## src/hdl/rrh_pkg.sv

```systemverilog
`default_nettype none

package rrh_pkg;

    // Default table depth
    localparam int REGIONS_DEF = 32;

    // Fixed field widths
    localparam int POS_W  = 16;
    localparam int SIZE_W = 15;
    localparam int TAG_W  = 8;
    localparam int SLOT_W = 5;
    localparam int EDGE_W = POS_W + 1;

    typedef enum logic [1:0] {
        KIND_CLEAR = 2'd0,
        KIND_ADD   = 2'd1,
        KIND_QUERY = 2'd2
    } t_kind;

    typedef enum logic {
        ST_IDLE = 1'b0,
        ST_SCAN = 1'b1
    } t_state;

    // Query token handed from cell to cell
    typedef struct packed {
        logic                     valid;
        logic                     found;
        logic signed [POS_W-1:0]  pos_x;
        logic signed [POS_W-1:0]  pos_y;
        logic [SLOT_W-1:0]        slot;
        logic [TAG_W-1:0]         tag;
    } t_token;

    // Slot write broadcast to all cells
    typedef struct packed {
        logic signed [POS_W-1:0]  left;
        logic signed [POS_W-1:0]  top;
        logic [SIZE_W-1:0]        wide;
        logic [SIZE_W-1:0]        tall;
        logic [TAG_W-1:0]         label;
    } t_region;

endpackage

`default_nettype wire

```

## src/hdl/rrh_cell.sv

```systemverilog
`default_nettype none

module rrh_cell #(
    parameter int CNT_W = 6,
    parameter int INDEX = 0
) (
    input  wire logic               i_clk,
    input  wire logic               i_rst_n,
    input  wire logic               i_wr_en,
    input  wire rrh_pkg::t_region   i_wr_data,
    input  wire rrh_pkg::t_token    i_tok,
    input  wire logic [CNT_W-1:0]   i_remain,
    output rrh_pkg::t_token         o_tok,
    output logic [CNT_W-1:0]        o_remain
);

    rrh_pkg::t_region r_region;
    rrh_pkg::t_token  r_tok;
    rrh_pkg::t_token  n_tok;
    logic [CNT_W-1:0] r_remain;
    logic [CNT_W-1:0] n_remain;

    logic signed [rrh_pkg::EDGE_W-1:0] w_px;
    logic signed [rrh_pkg::EDGE_W-1:0] w_py;
    logic signed [rrh_pkg::EDGE_W-1:0] w_left;
    logic signed [rrh_pkg::EDGE_W-1:0] w_top;
    logic signed [rrh_pkg::EDGE_W-1:0] w_right;
    logic signed [rrh_pkg::EDGE_W-1:0] w_bottom;
    logic                              w_live;
    logic                              w_inside;

    // Hold the rectangle of this slot
    always_ff @(posedge i_clk) begin
        if (i_wr_en) begin
            r_region <= i_wr_data;
        end
    end

    always_comb begin
        w_px     = {i_tok.pos_x[rrh_pkg::POS_W-1], i_tok.pos_x};
        w_py     = {i_tok.pos_y[rrh_pkg::POS_W-1], i_tok.pos_y};
        w_left   = {r_region.left[rrh_pkg::POS_W-1], r_region.left};
        w_top    = {r_region.top[rrh_pkg::POS_W-1], r_region.top};
        w_right  = w_left + $signed({2'b00, r_region.wide});
        w_bottom = w_top + $signed({2'b00, r_region.tall});
        w_live   = (i_remain != '0);
        w_inside = (w_px >= w_left) && (w_px < w_right) &&
                   (w_py >= w_top) && (w_py < w_bottom);

        n_tok    = i_tok;
        n_remain = w_live ? i_remain - CNT_W'(1) : i_remain;
        if (i_tok.valid && !i_tok.found && w_live && w_inside) begin
            n_tok.found = 1'b1;
            n_tok.slot  = rrh_pkg::SLOT_W'(INDEX);
            n_tok.tag   = r_region.label;
        end
    end

    // Advance the token one cell per cycle
    always_ff @(posedge i_clk) begin
        if (!i_rst_n) begin
            r_tok <= '0;
        end else begin
            r_tok <= n_tok;
        end
    end

    always_ff @(posedge i_clk) begin
        r_remain <= n_remain;
    end

    assign o_tok    = r_tok;
    assign o_remain = r_remain;

endmodule

`default_nettype wire

```

## config.mk

```make
export PLATFORM = sky130hd
export DESIGN_NAME = rrh_cell
export DESIGN_NICKNAME = d
export VERILOG_FILES = /design/src/hdl/rrh_pkg.sv /design/src/hdl/rrh_cell.sv
export SDC_FILE = /design/constraint.sdc
export NUM_CORES = 1
export LEC_CHECK = 0
export BUFFER_PORTS_ARGS = -buffer_cell sky130_fd_sc_hd__buf_2
export CAP_MARGIN = 15
export CORE_MARGIN = 1
export CORE_UTILIZATION = 53
export CTS_CLUSTER_DIAMETER = 200
export DETAILED_ROUTE_END_ITERATION = 10
export PLACE_DENSITY_LB_ADDON = 0.15
export SLEW_MARGIN = 10
export SYNTH_ARGS = -nofsm -noshare
export SYNTH_HDL_FRONTEND = slang
export SYNTH_SLANG_ARGS = --single-unit
```

## constraint.sdc

```tcl
create_clock -name i_clk -period 5.3 [get_ports i_clk]
set_input_delay 0 -clock i_clk [delete_from_list [all_inputs] [get_ports i_clk]]
set_output_delay 0 -clock i_clk [all_outputs]
set_load 0.005 [all_outputs]
```

==> results.toml <==
[yosys]
yosys.area.top_type = "edfxtp_1"
ys_ff_latch = 123
netlist_instances = 584
synth.most_common_cell = "ha_1"
synth_common_cells = "ha_1 (96), edfxtp_1 (70), dfxtp_1 (53)"
synth_edf_count = 70
ys_top_cells_by_area = "edfxtp_1 (32%), ha_1 (18%), dfxtp_1 (16%)"
syn-num-nets = 808
ys_seq_area_frac = 0.475
ys.flop_type = "edfxtp_1"
ys_async_sr_fraction = 0
ys_warn_count = 0
avgSynthCellArea_um2 = 11.4
synth_cell_types = 59
netlist.area_leader.share = 0.316
syn_area_um2 = 6650

[clock_network]
cts_resized = 0
clockBufferDepth = 2
cts_sinks = 123
ctsHoldBuffers = 126
clk_pin_slew_worst_paths_ns = 0.06
root_buffer = "clkbuf_16"
h-tree-depth = 4
clock_latency_ns = 0.43
cts_buffers = 17
cts_tree = "yes"
cts_setup_buffers = 0

[finish]
num-fill-cells = 756
drive_above_1_share = 0.242
multiInputGateArea_um2 = 3300
area_growth_pct = 43.6
fin_nets = 1125
area.sequential_um2 = 3160
n_antenna_cell = 0
utilization = 0.789
final_cells = 1082

[setup_path]
crit_path_end_kind = "flip-flop"
worstPathArrival_ns = 4.89
cp_max_fo = 14
critPathRequiredTime_ns = 5.63
crit_type = "reg2reg"
startpoint_type = "flip-flop"

[status]
status = "complete, no violations"

[global_route]
grt-ovfl-total = 0
grt_max_degree = 71
grt_pass1_wl_mm = 29.2
grt.total_usage = 0.297
grt_pass1_vias = 6229
antenna_found_initial = 0

[die]
dieArea_um2 = 13000
ioPinCount = 179
core-area_um2 = 12100
fp-row-count = 40
start_util = 0.549
die_width_um = 114
die_height_um = 114

[run]
drv_cap = 0

[sta]
worst_pin_slew_ns = 1.04
setup_slack_ns = 0.743
finalSetupViolCount = 0
clock_skew_ns = 0.00920
rsz0062_at_grt = "no"
hold_viol = 0
slew_violations = 0
clock.fmax_mhz = 219
period_minus_slack_ns = 4.56
timing.setup.tns_ns = 0
timing.final.crit_share = 0.860
maxSlewHeadroom = 0.299

[place]
gp_congestion = 0.902
dp_cells = 924
dpl_worst_slack_ns = 0.814
port_buffers = 178
hpwl_mm = 11.7

[power]
power_leakage_nw = 4.47
ir_drop_mv = 0.291
finalPower_mw = 2.93
p_per_area_nw_per_um2 = 307

[drt]
vias = 5721
drtIter0Drc = 287
drt-total-wl_mm = 18.2
first_pass_iters = 5
drc = 0
antenna_left = 0
vias_per_cell = 5.29
wl_per_cell_um = 16.8

[worst_hold_path]
hold_class = "in2reg"
[state kept, by name, indices dropped and copies added, names as in the netlist]
signal    flops
o_tok        47
r_region     70
o_remain      6
[layout make-up]
| class | count | area share |
|---|---|---|
| clock inverters | 13 | 0.0124 |
| clock buffers | 19 | 0.0464 |
| multi-input cells | 411 | 0.345 |
| repair buffers | 306 | 0.227 |
| inverters | 42 | 0.0165 |
| well taps | 168 | 0.0220 |
| flip-flops and latches | 123 | 0.331 |
[cell families (layout without fill, tap and decap cells)]
kind of cell / Yosys count / in the layout / share of synthesized area
AOI/OAI and AO/OA: 125 / 125 / 0.128
xor gates and xnor gates: 26 / 26 / 0.0342
adders and majority gates: 98 / 98 / 0.187
buffers and inverters: 50 / 380 / 0.0293
DFF: 123 / 123 / 0.475
muxes: 11 / 11 / 0.0167
and+or+nand+nor: 151 / 151 / 0.130
[worst max-delay path, cell delays in order, from the launching register on]
cell and delay [ns]:
edfxtp_1 0.40, ha_1 0.24, fa_1 0.42, a21o_1 0.18
a21oi_1 0.23, o21bai_1 0.13, a211oi_1 0.36, o31ai_1 0.15
a21oi_1 0.20, xor2_1 0.17, ha_1 0.25, a21o_1 0.18
a211o_1 0.32, a211oi_2 0.20, o211a_1 0.17, nor2_1 0.07
nor4_4 0.26, buf_4 0.26, mux2i_1 0.26
[placed cells by master, fill, tap and decap left out, types with 7 or more instances in the layout]
cell and instances:
nand3_1 7, buf_2 178, inv_1 42, edfxtp_1 70, and2_1 33, a21o_1 25, o21a_1 7, a21oi_1 35
dlygate4sd3_1 126, nand4_1 7, nor2_1 23, xnor2_1 12, mux2i_1 10, nand2_1 33, xor2_1 14, ha_1 96
nor3_1 11, dfxtp_1 53, clkbuf_16 17, o21ai_0 13
[metal layers]
metal,vias to the layer above,part of all wire,global-route usage
li1,2782,-,-
met1,2717,0.41,0.324
met2,190,0.52,0.547
met3,32,0.054,0.0786
met4,0,0.020,0.114
met5,-,0,0
[path summary, 6_finish.rpt]
kind	from	to	slack, ns	cells after the start
max	r_region[38]	o_tok[1]	0.74	18
min	i_wr_data[51]	r_region[51]	0.28	2
max reg2reg	r_region[38]	o_tok[1]	0.74	18
min reg2reg	r_region[2]	o_tok[2]	0.52	2
[power by group]
group	switching [mW]	internal (mW)
registers	0.0296	1.08
clock network	0.449	0.658
logic	0.359	0.351
total	0.838	2.09
[through the flow]
| stage | hold slack [ns] | cell area [um^2] |
|---|---|---|
| global route | 0.269 | 9560 |
| finish | 0.281 | 9560 |
| floorplan | 0.0986 | 6650 |
| global placement | 0.176 | 7730 |
| detailed placement | 0.178 | 7730 |
| CTS | 0.236 | 9560 |
Power figures use the tool's default switching activity.
